## config.mk

```make
export PLATFORM = sky130hd
export DESIGN_NAME = ccstd_ctrl
export DESIGN_NICKNAME = d
export VERILOG_FILES = /design/src/rtl/ccstd_pkg.sv /design/src/rtl/ccstd_ctrl.sv
export SDC_FILE = /design/constraint.sdc
export NUM_CORES = 1
export LEC_CHECK = 0
export BUFFER_PORTS_ARGS = -buffer_cell sky130_fd_sc_hd__buf_2
export CORE_AREA = 2 2 39 41
export DETAILED_ROUTE_END_ITERATION = 8
export DIE_AREA = 0 0 41 43
export GPL_TIMING_DRIVEN = 0
export PLACE_DENSITY = 0.57
export SLEW_MARGIN = 20
export SYNTH_ARGS = -nofsm -noshare
export SYNTH_HDL_FRONTEND = slang
export SYNTH_SLANG_ARGS = --single-unit
```

## constraint.sdc

```tcl
create_clock -name clk_i -period 1.73 [get_ports clk_i]
set_input_delay 0.346 -clock clk_i [delete_from_list [all_inputs] [get_ports clk_i]]
set_output_delay 0.346 -clock clk_i [all_outputs]
set_load 0.01 [all_outputs]
```

## src/rtl/ccstd_pkg.sv

```systemverilog
// Shared types, constants and divider helpers for the cyclic code syndrome table decoder.
// Used by ccstd_ctrl, ccstd_datapath and the top level; depends on nothing.
package ccstd_pkg;

  localparam int SYNDROME_BITS = 20;
  localparam int MAX_CODE_BITS = 31;

  localparam int GEN_W      = 21;
  localparam int CODE_LEN_W = 5;
  localparam int WORD_W     = 31;
  localparam int MSG_W      = 16;
  localparam int REM_W      = 32;
  localparam int CFG_IDX_W  = 1;
  localparam int CFG_DATA_W = GEN_W;
  localparam int IDX_W      = $clog2(MAX_CODE_BITS);
  localparam int DEG_W      = $clog2(GEN_W);

  localparam logic [GEN_W-1:0]      GEN_RESET     = 21'd1100603;
  localparam logic [CODE_LEN_W-1:0] CODE_LEN_RESET = 5'd31;

  localparam logic [CFG_IDX_W-1:0] REG_GENERATOR_POLY = 1'd0;
  localparam logic [CFG_IDX_W-1:0] REG_CODE_LENGTH    = 1'd1;

  localparam logic OP_MARK   = 1'b0;
  localparam logic OP_DECODE = 1'b1;

  typedef struct packed {
    logic                     opcode;
    logic [SYNDROME_BITS-1:0] syndrome_value;
    logic [WORD_W-1:0]        code_word;
  } in_item_t;

  typedef struct packed {
    logic [WORD_W-1:0] corrected_word;
    logic [MSG_W-1:0]  message;
  } out_item_t;

  // controller -> datapath
  typedef struct packed {
    logic clear_en;
    logic mark_en;
    logic start;
    logic syn_step;
    logic cor_step;
    logic drain;
    logic quo_step;
    logic out_load;
  } ccstd_cmd_t;

  // datapath -> controller
  typedef struct packed {
    logic clear_done;
    logic n_zero;
    logic idx_zero;
  } ccstd_sts_t;

  typedef struct packed {
    logic             red;
    logic [REM_W-1:0] rem;
  } div_res_t;

  // Highest set bit of the generator; 0 for generators 0 and 1.
  function automatic logic [DEG_W-1:0] poly_degree(input logic [GEN_W-1:0] g);
    logic [DEG_W-1:0] d;
    d = '0;
    for (int k = 1; k < GEN_W; k++) begin
      if (g[k]) begin
        d = DEG_W'(k);
      end
    end
    return d;
  endfunction

  // One step of the polynomial divider.
  function automatic div_res_t div_step(input logic [REM_W-1:0] rem,
                                        input logic             bit_in,
                                        input logic [DEG_W-1:0] deg,
                                        input logic [GEN_W-1:0] g);
    div_res_t   res;
    logic [REM_W-1:0] r;
    r = {rem[REM_W-2:0], bit_in};
    res.red = r[deg];
    res.rem = res.red ? (r ^ REM_W'(g)) : r;
    return res;
  endfunction

endpackage

```

## src/rtl/ccstd_ctrl.sv

```systemverilog
// Controller: sequences clearing, marking and the three shift passes of a decode.
// Drives ccstd_datapath through ccstd_pkg::ccstd_cmd_t; uses ccstd_pkg.
module ccstd_ctrl (
  input  logic                  clk_i,
  input  logic                  rst_ni,
  input  logic                  in_valid_i,
  output logic                  in_stall_o,
  input  logic                  in_opcode_i,
  output logic                  out_valid_o,
  input  logic                  out_stall_i,
  input  ccstd_pkg::ccstd_sts_t sts_i,
  output ccstd_pkg::ccstd_cmd_t cmd_o
);

  typedef enum logic [2:0] {
    ST_CLEAR,
    ST_IDLE,
    ST_SYN,
    ST_COR,
    ST_DRAIN,
    ST_QUO,
    ST_HOLD
  } state_e;

  state_e state_q;
  logic   out_valid_q;
  logic   in_accept;
  logic   out_free;

  assign in_stall_o = (state_q != ST_IDLE);
  assign in_accept  = in_valid_i && !in_stall_o;
  assign out_free   = !out_valid_q || !out_stall_i;

  always_comb begin
    cmd_o          = '0;
    cmd_o.clear_en = (state_q == ST_CLEAR);
    cmd_o.mark_en  = in_accept && (in_opcode_i == ccstd_pkg::OP_MARK);
    cmd_o.start    = in_accept && (in_opcode_i == ccstd_pkg::OP_DECODE);
    cmd_o.syn_step = (state_q == ST_SYN);
    cmd_o.cor_step = (state_q == ST_COR);
    cmd_o.drain    = (state_q == ST_DRAIN);
    cmd_o.quo_step = (state_q == ST_QUO);
    cmd_o.out_load = (state_q == ST_HOLD) && out_free;
  end

  always_ff @(posedge clk_i or negedge rst_ni) begin
    if (!rst_ni) begin
      state_q     <= ST_CLEAR;
      out_valid_q <= 1'b0;
    end else begin
      if (cmd_o.out_load) begin
        out_valid_q <= 1'b1;
      end else if (!out_stall_i) begin
        out_valid_q <= 1'b0;
      end
      case (state_q)
        ST_CLEAR: if (sts_i.clear_done) state_q <= ST_IDLE;
        ST_IDLE: begin
          if (cmd_o.start) begin
            // empty word: skip straight to the result
            state_q <= sts_i.n_zero ? ST_HOLD : ST_SYN;
          end
        end
        ST_SYN:   if (sts_i.idx_zero) state_q <= ST_COR;
        ST_COR:   if (sts_i.idx_zero) state_q <= ST_DRAIN;
        ST_DRAIN: state_q <= ST_QUO;
        ST_QUO:   if (sts_i.idx_zero) state_q <= ST_HOLD;
        ST_HOLD:  if (out_free) state_q <= ST_IDLE;
        default:  state_q <= ST_IDLE;
      endcase
    end
  end

  assign out_valid_o = out_valid_q;

  a_no_result_while_clearing: assert property (@(posedge clk_i) disable iff (!rst_ni)
    state_q == ST_CLEAR |-> !out_valid_q)
    else $error("result valid during clearing pass");

  a_one_command: assert property (@(posedge clk_i) disable iff (!rst_ni)
    $onehot0({cmd_o.clear_en, cmd_o.mark_en, cmd_o.start, cmd_o.syn_step,
              cmd_o.cor_step, cmd_o.drain, cmd_o.quo_step}))
    else $error("conflicting datapath commands");

  a_no_overwrite: assert property (@(posedge clk_i) disable iff (!rst_ni)
    cmd_o.out_load && out_valid_q |-> !out_stall_i)
    else $error("pending result overwritten");

  a_cor_follows_syn: assert property (@(posedge clk_i) disable iff (!rst_ni)
    state_q == ST_SYN && sts_i.idx_zero |=> state_q == ST_COR)
    else $error("correction pass did not follow syndrome pass");

endmodule

```

## Word-level counts from Yosys, hierarchy flattened

Cells that the tools add are included.

| storage, ports and cells | value |
|---|---|
| word-level logic and storage cells | 37 |
| bits in registers | 4 |
| output and inout port bits | 10 |
| input bits | 8 |

| cells by class | value |
|---|---|
| muxes and demuxes | 10 |
| reduce and logical (&&, ||, !) cells | 10 |
| eq/ne operators | 14 |
| bitwise operators | 1 |

Operators by type and width:

| cell | number |
|---|---|
| 2-to-1 mux 3 bit | 7 |
| one-hot mux 3 bit (7 select lines) | 1 |
| != test 2 bit, second input constant | 6 |
| equality test 3 bit, second input constant | 3 |
| equality test 3 x 2 -> 1 bit, second input constant | 2 |
| AND reduction 6 bit | 1 |
| logical AND 1 bit | 4 |
| equality test 3 x 1 -> 1 bit, second input constant | 1 |
| logical NOT 1 bit | 3 |
| logical NOT 3 bit | 1 |
| != test 3 x 1 -> 1 bit, second input constant | 1 |
| 2-to-1 mux 1 bit | 2 |
| != test 2 x 1 -> 1 bit, second input constant | 1 |
| logical OR 1 bit | 1 |
| inverter 1 bit | 1 |

## Depth between registers and ports, before layout

Gate-level depths: netlist (run 1).

| logic depth | value |
|---|---|
| word-level depth | 6 |
| gate-level depth with buffers | 5 |
| depth with buffers taken out | 4 |

## Worst setup path after synthesis (run 1)

No wires, ideal clock.

| path | value |
|---|---|
| path type | register -> output |
| start | register state_q[1] |
| end | output port cmd_o[6] (netlist name) |
| path buffers | 0 |
| slack | 0.409 ns |
| data arrival time | 0.975 ns |
| required time | 1.384 ns |
| cell stages (with the launch flop) | 5 |
| cells stage by stage | dfrtp_1 nand2b_1 nor2_1 nand2_1 nor2_1 |

RTL lines:

| item | line | text |
|---|---|---|
| start: declaration | ccstd_ctrl.sv:25 | `state_e state_q;` |
| start signal: assignment | ccstd_ctrl.sv:61 | `state_q <= sts_i.n_zero ? ST_HOLD : ST_SYN;` |
| end: declaration | ccstd_ctrl.sv:12 | `output ccstd_pkg::ccstd_cmd_t cmd_o` |

==> results.json, run 1 <==
{
  "regArea_sq_um": 101,
  "fin_area_sq_um": 453,
  "clkLatencyLatePin_ns": 0.23,
  "num_rows": 14,
  "netlist_area_sq_um": 312,
  "synth_fp_nets": 49,
  "cts.sinks": 4,
  "syn2layout_area_growth_pct": 45.4,
  "gp_congestion": 0.708,
  "core_sq_um": 1380,
  "synth_cells": 41,
  "wirelength_microns": 754,
  "final_cell_mix": "buf_2, nor2_1, nand2_1",
  "die_x_microns": 41,
  "dpl_cell_area_sq_um": 417,
  "io_buffers": 17,
  "clk_pin_slew_ns": 0.03,
  "firstDrtPassIters": 2,
  "cp.required_ns": 1.38,
  "multiInputGateArea_sq_um": 180,
  "power_frac_clock_pct": 13.9,
  "finClkSkew_ns": 0.000215,
  "num_antenna_cells": 0,
  "final_nets": 72,
  "cts_made_buffers": 3,
  "min_period_over_period_pct": 94.8,
  "pwr-share-comb_pct": 62.3,
  "dieArea_sq_um": 1760,
  "p_seq_share_pct": 23.8,
  "clockBufferDepth": 2,
  "die_height_microns": 43,
  "status": "completed",
  "grt_pass1_vias": 303,
  "antenna_found_initial": 0,
  "start_util_pct": 22.5,
  "slew_headroom_pct": 83.7,
  "final_common_cell": "buf_2",
  "p_int_mw": 0.435,
  "detail_route.iter0.violations": 3,
  "gr-total-overflow": 0,
  "yosys.cell_types.count": 21,
  "post_cts_buffers": 0,
  "ys_warn_count": 0,
  "drive_gt1_share_pct": 43.5,
  "cts_tree": "done",
  "grt_use_total_pct": 9.67,
  "fillCellCount": 159,
  "ys_seq_elements": 4,
  "drc": 0,
  "cp.arrival_ns": 1.29,
  "grt_pass1_wl_microns": 1210,
  "yosysSeqAreaShare_pct": 32.1,
  "worstMarginPinSlew_ns": 0.244,
  "vias": 348,
  "finalHoldViolCount": 0,
  "powerDensity_nw_per_um2": 1740,
  "worstSetupStartpointType": "flip-flop",
  "io_pins": 18,
  "fin_setup_tns_ns": 0,
  "routedWlPerCell_microns": 9.67,
  "path_max_fanout": 9,
  "leakage_nw": 0.233,
  "postRouteAntennaNets": 0,
  "end_kind": "primary output",
  "dpl.hpwl_microns": 593,
  "slew_viol_final": 0,
  "netSwitchingFraction_pct": 44.9,
  "p_sw_mw": 0.354,
  "cts-root-buf": "clkbuf_4",
  "rsz0062_at_grt": "no",
  "path_class": "reg2out",
  "grt_max_degree": 11,
  "drv_cap": 0,
  "setup_violations": 0,
  "via_per_inst": 4.46,
  "max-vdd-ir-drop_mv": 0.732,
  "period_needed_ns": 1.64,
  "htree_levels": 1,
  "syn_avg_cell_area_sq_um": 7.60,
  "timing.fmax_mhz": 610,
  "hold_path.class": "in2async"
}
-- power groups by stage --
stage	Clock [mW]	Combinational, mW	Sequential (mW)
3_3_place_gp	0	0.484	0.186
4_1_cts	0.117	0.488	0.188
6_report	0.109	0.492	0.188
2_1_floorplan	0	0.350	0.178
3_5_place_dp	0	0.485	0.187
5_1_grt	0.120	0.547	0.198
-- cell families after synthesis --
logic type / after synthesis / synth area share, %
adder cells (fa/ha/maj): 1 / 3.61
flip-flops: 4 / 32.1
buffers and inverters: 6 / 10.8
AND/OR/NAND/NOR: 17 / 25.7
AO/OA/AOI/OAI: 13 / 27.7
-- cells in the mapped netlist --
cell type,n,area share [%]
o211ai_1,1,2.4
buf_4,1,2.4
nand2b_1,2,4.0
inv_1,3,3.6
o21ai_0,2,3.2
maj3_2,1,3.6
nor3_1,2,3.2
a21oi_1,2,3.2
and3_1,1,2.0
o22ai_1,2,4.0
o21ai_1,2,3.2
a22o_1,1,2.8
inv_2,1,1.2
a31oi_1,2,4.0
o2111ai_2,1,4.8
dfrtp_1,4,32
nand2_1,4,4.8
nor2_1,6,7.2
nand3_1,1,1.6
and3b_1,1,2.8
buf_6,1,3.6
-- cell type report --
type,count,share of cell area (%)
plain buffers,2,4.14
multi-input cells,31,39.8
well taps,16,4.42
inverters,4,3.31
flip-flops and latches,4,22.4
repair buffers,18,21.0
clock buffers,3,4.97
-- per-stage QoR --
stage	setup WS [ns]	cells	hold slack [ns]	utilization, %	power (mW)
detailed placement	0.265	74	0.158	30.1	0.672
floorplan	0.409	41	0.0504	-	0.528
global route	0.0107	78	0.471	32.7	0.865
CTS	0.00531	78	0.443	32.5	0.792
global placement	0.263	74	0.154	30.1	0.669
finish	0.0907	78	0.452	32.7	0.790
-- sequential cells by signal, summed over array words and instances (netlist names) --
register / flops
out_valid_o: 1
state_q: 3
-- per-layer routing --
metal	GRT usage [%]	up-vias	wire (microns)
met5	0	-	0
met4	0	0	0
met3	4.71	0	40
met2	14.4	7	337
met1	13.3	151	377
li1	-	190	-
-- repair_timing --
item / in CTS / in global routing
endpoints found under the hold margin: 4 / 0
endpoints found under the setup margin: 0 / 2
gates resized for setup: 0 / 2
hold buffers: 1 / 0
-- worst paths after layout --
| path | from | endpoint | slack, ns | cells past startpoint |
|---|---|---|---|---|
| worst min register to register | state_q[1]$_DFFE_PN0P_ | state_q[1]$_DFFE_PN0P_ | 0.57 | 1 |
| max in group asynchronous | rst_ni | state_q[1]$_DFFE_PN0P_ | 1.15 | 2 |
| worst min-delay path | rst_ni | state_q[1]$_DFFE_PN0P_ | 0.45 | 2 |
| min in group clk_i | out_stall_i | out_valid_o$_DFFE_PN0P_ | 0.46 | 3 |
| worst max-delay path | state_q[1]$_DFFE_PN0P_ | cmd_o[5] | 0.09 | 4 |
| worst max register to register | state_q[2]$_DFFE_PN0P_ | state_q[0]$_DFFE_PN0P_ | 0.49 | 5 |
-- worst max-delay path, stage by stage (launching register included) --
cell and delay [ns]:
dfrtp_2 0.45, nand2b_1 0.21, nor2_2 0.12, and3_1 0.16, buf_2 0.12
No activity file was read; power rests on OpenSTA's default activity.
==> run 2: changes to the inputs <==
--- a/config.mk
+++ b/config.mk
@@ -7,9 +7,9 @@
 export LEC_CHECK = 0
 export BUFFER_PORTS_ARGS = -buffer_cell sky130_fd_sc_hd__buf_2
 export CORE_AREA = 2 2 39 41
+export CTS_CLUSTER_SIZE = 24
 export DETAILED_ROUTE_END_ITERATION = 8
 export DIE_AREA = 0 0 41 43
-export GPL_TIMING_DRIVEN = 0
 export PLACE_DENSITY = 0.57
 export SLEW_MARGIN = 20
 export SYNTH_ARGS = -nofsm -noshare
==> results.json, run 2 (same netlist as run 1, synthesis figures left out) <==
{
  "timing.fmax_mhz": 610,
  "drc": 0,
  "min_period_over_period_pct": 94.8,
  "leakage_nw": 0.226,
  "cp.required_ns": 1.38,
  "htree_levels": 1,
  "path_class": "reg2out",
  "dieArea_sq_um": 1760,
  "max-vdd-ir-drop_mv": 0.678,
  "slew_viol_final": 0,
  "drv_cap": 0,
  "io_pins": 18,
  "period_needed_ns": 1.64,
  "finClkSkew_ns": 0.00159,
  "cp.arrival_ns": 1.29,
  "fillCellCount": 166,
  "start_util_pct": 22.5,
  "cts_made_buffers": 3,
  "worstMarginPinSlew_ns": 0.328,
  "cts_tree": "done",
  "firstDrtPassIters": 4,
  "final_cell_mix": "buf_2, nor2_1, nand2_1",
  "hold_path.class": "in2async",
  "detail_route.iter0.violations": 4,
  "cts-root-buf": "clkbuf_4",
  "wirelength_microns": 793,
  "grt_pass1_wl_microns": 1260,
  "cts.sinks": 4,
  "num_rows": 14,
  "path_max_fanout": 9,
  "num_antenna_cells": 0,
  "postRouteAntennaNets": 0,
  "gr-total-overflow": 0,
  "place_inst": 73,
  "dpl.hpwl_microns": 615,
  "gp_congestion": 0.789,
  "die_height_microns": 43,
  "finalPower_mw": 0.774,
  "setup_violations": 0,
  "syn2layout_area_growth_pct": 41.8,
  "die_x_microns": 41,
  "slew_headroom_pct": 78.1,
  "clk_pin_slew_ns": 0.04,
  "end_kind": "primary output",
  "worstSetupStartpointType": "flip-flop",
  "clockBufferDepth": 2,
  "io_buffers": 17,
  "clkLatencyLatePin_ns": 0.23,
  "post_cts_buffers": 0,
  "grt_max_degree": 12,
  "status": "completed",
  "routedWlPerCell_microns": 10.3,
  "vias": 365,
  "largest_register_ffs": 3,
  "finalHoldViolCount": 0,
  "antenna_found_initial": 0,
  "rsz0062_at_grt": "no",
  "drive_gt1_share_pct": 42.6,
  "grt_use_total_pct": 10.7,
  "final_nets": 71,
  "final_cell_count_no_fill": 77,
  "core_sq_um": 1380,
  "top_register": "state_q",
  "grt_pass1_vias": 317,
  "via_per_inst": 4.74,
  "fin_setup_tns_ns": 0,
  "final_common_cell": "buf_2",
  "powerDensity_nw_per_um2": 1750
}
==> run 2: layout make-up <==
| class | count | area (sq um) | area share (%) |
|---|---|---|---|
| clock buffers | 3 | 22.5 | 5.10 |
| inverters | 4 | 15.0 | 3.40 |
| multi-input cells | 31 | 180 | 40.8 |
| flip-flops and latches | 4 | 101 | 22.9 |
| well taps | 16 | 20.0 | 4.53 |
| repair buffers | 19 | 103 | 23.2 |
==> run 2: worst paths after layout <==
kind | depth (start not counted) | endpoint | slack [ns] | start
worst max-delay path | 4 | cmd_o[5] | 0.09 | state_q[1]$_DFFE_PN0P_
worst min-delay path | 2 | state_q[2]$_DFFE_PN0P_ | 0.44 | rst_ni
worst max register to register | 3 | state_q[0]$_DFFE_PN0P_ | 0.43 | state_q[2]$_DFFE_PN0P_
worst min register to register | 1 | state_q[1]$_DFFE_PN0P_ | 0.57 | state_q[1]$_DFFE_PN0P_
max in group asynchronous | 2 | state_q[1]$_DFFE_PN0P_ | 1.16 | rst_ni
min in group clk_i | 3 | out_valid_o$_DFFE_PN0P_ | 0.44 | out_stall_i
==> run 2: critical path, stage by stage (launching register included) <==
cell and delay, ns:
dfrtp_2 0.45, nand2b_1 0.21, nor2_2 0.12, and3_1 0.16
buf_2 0.12
==> run 2: stage by stage <==
stage | instance area [sq um] | util (%) | hold slack (ns) | setup WS [ns]
after floorplan | 312 | - | 0.0504 | 0.409
after global placement | 405 | 29.3 | 0.155 | 0.301
after detailed placement | 405 | 29.3 | 0.155 | 0.277
after CTS | 438 | 31.6 | 0.446 | 0.0240
after global routing | 442 | 31.9 | 0.471 | 0.00450
final | 442 | 31.9 | 0.444 | 0.0904
==> run 2: layer usage <==
metal  vias up  GRT usage, %  part of all wire [%]
met2        11          13.8                    48
met3         0          6.28                   7.1
li1        187             -                     -
met1       167          14.3                    45
met5         -             0                     0
met4         0          4.00                     0
==> run 2: where the power goes <==
part / switching [mW] / total, mW / internal (mW)
logic: 0.246 / 0.445 / 0.198
registers: 0.0762 / 0.216 / 0.140
clock network: 0.0357 / 0.113 / 0.0774
==> run 2: timing repair <==
| item | CTS | global route |
|---|---|---|
| hold buffers | 1 | 0 |
| hold endpoints to repair | 4 | 0 |
| endpoints found under the setup margin | 0 | 2 |
| resized for setup | 0 | 2 |
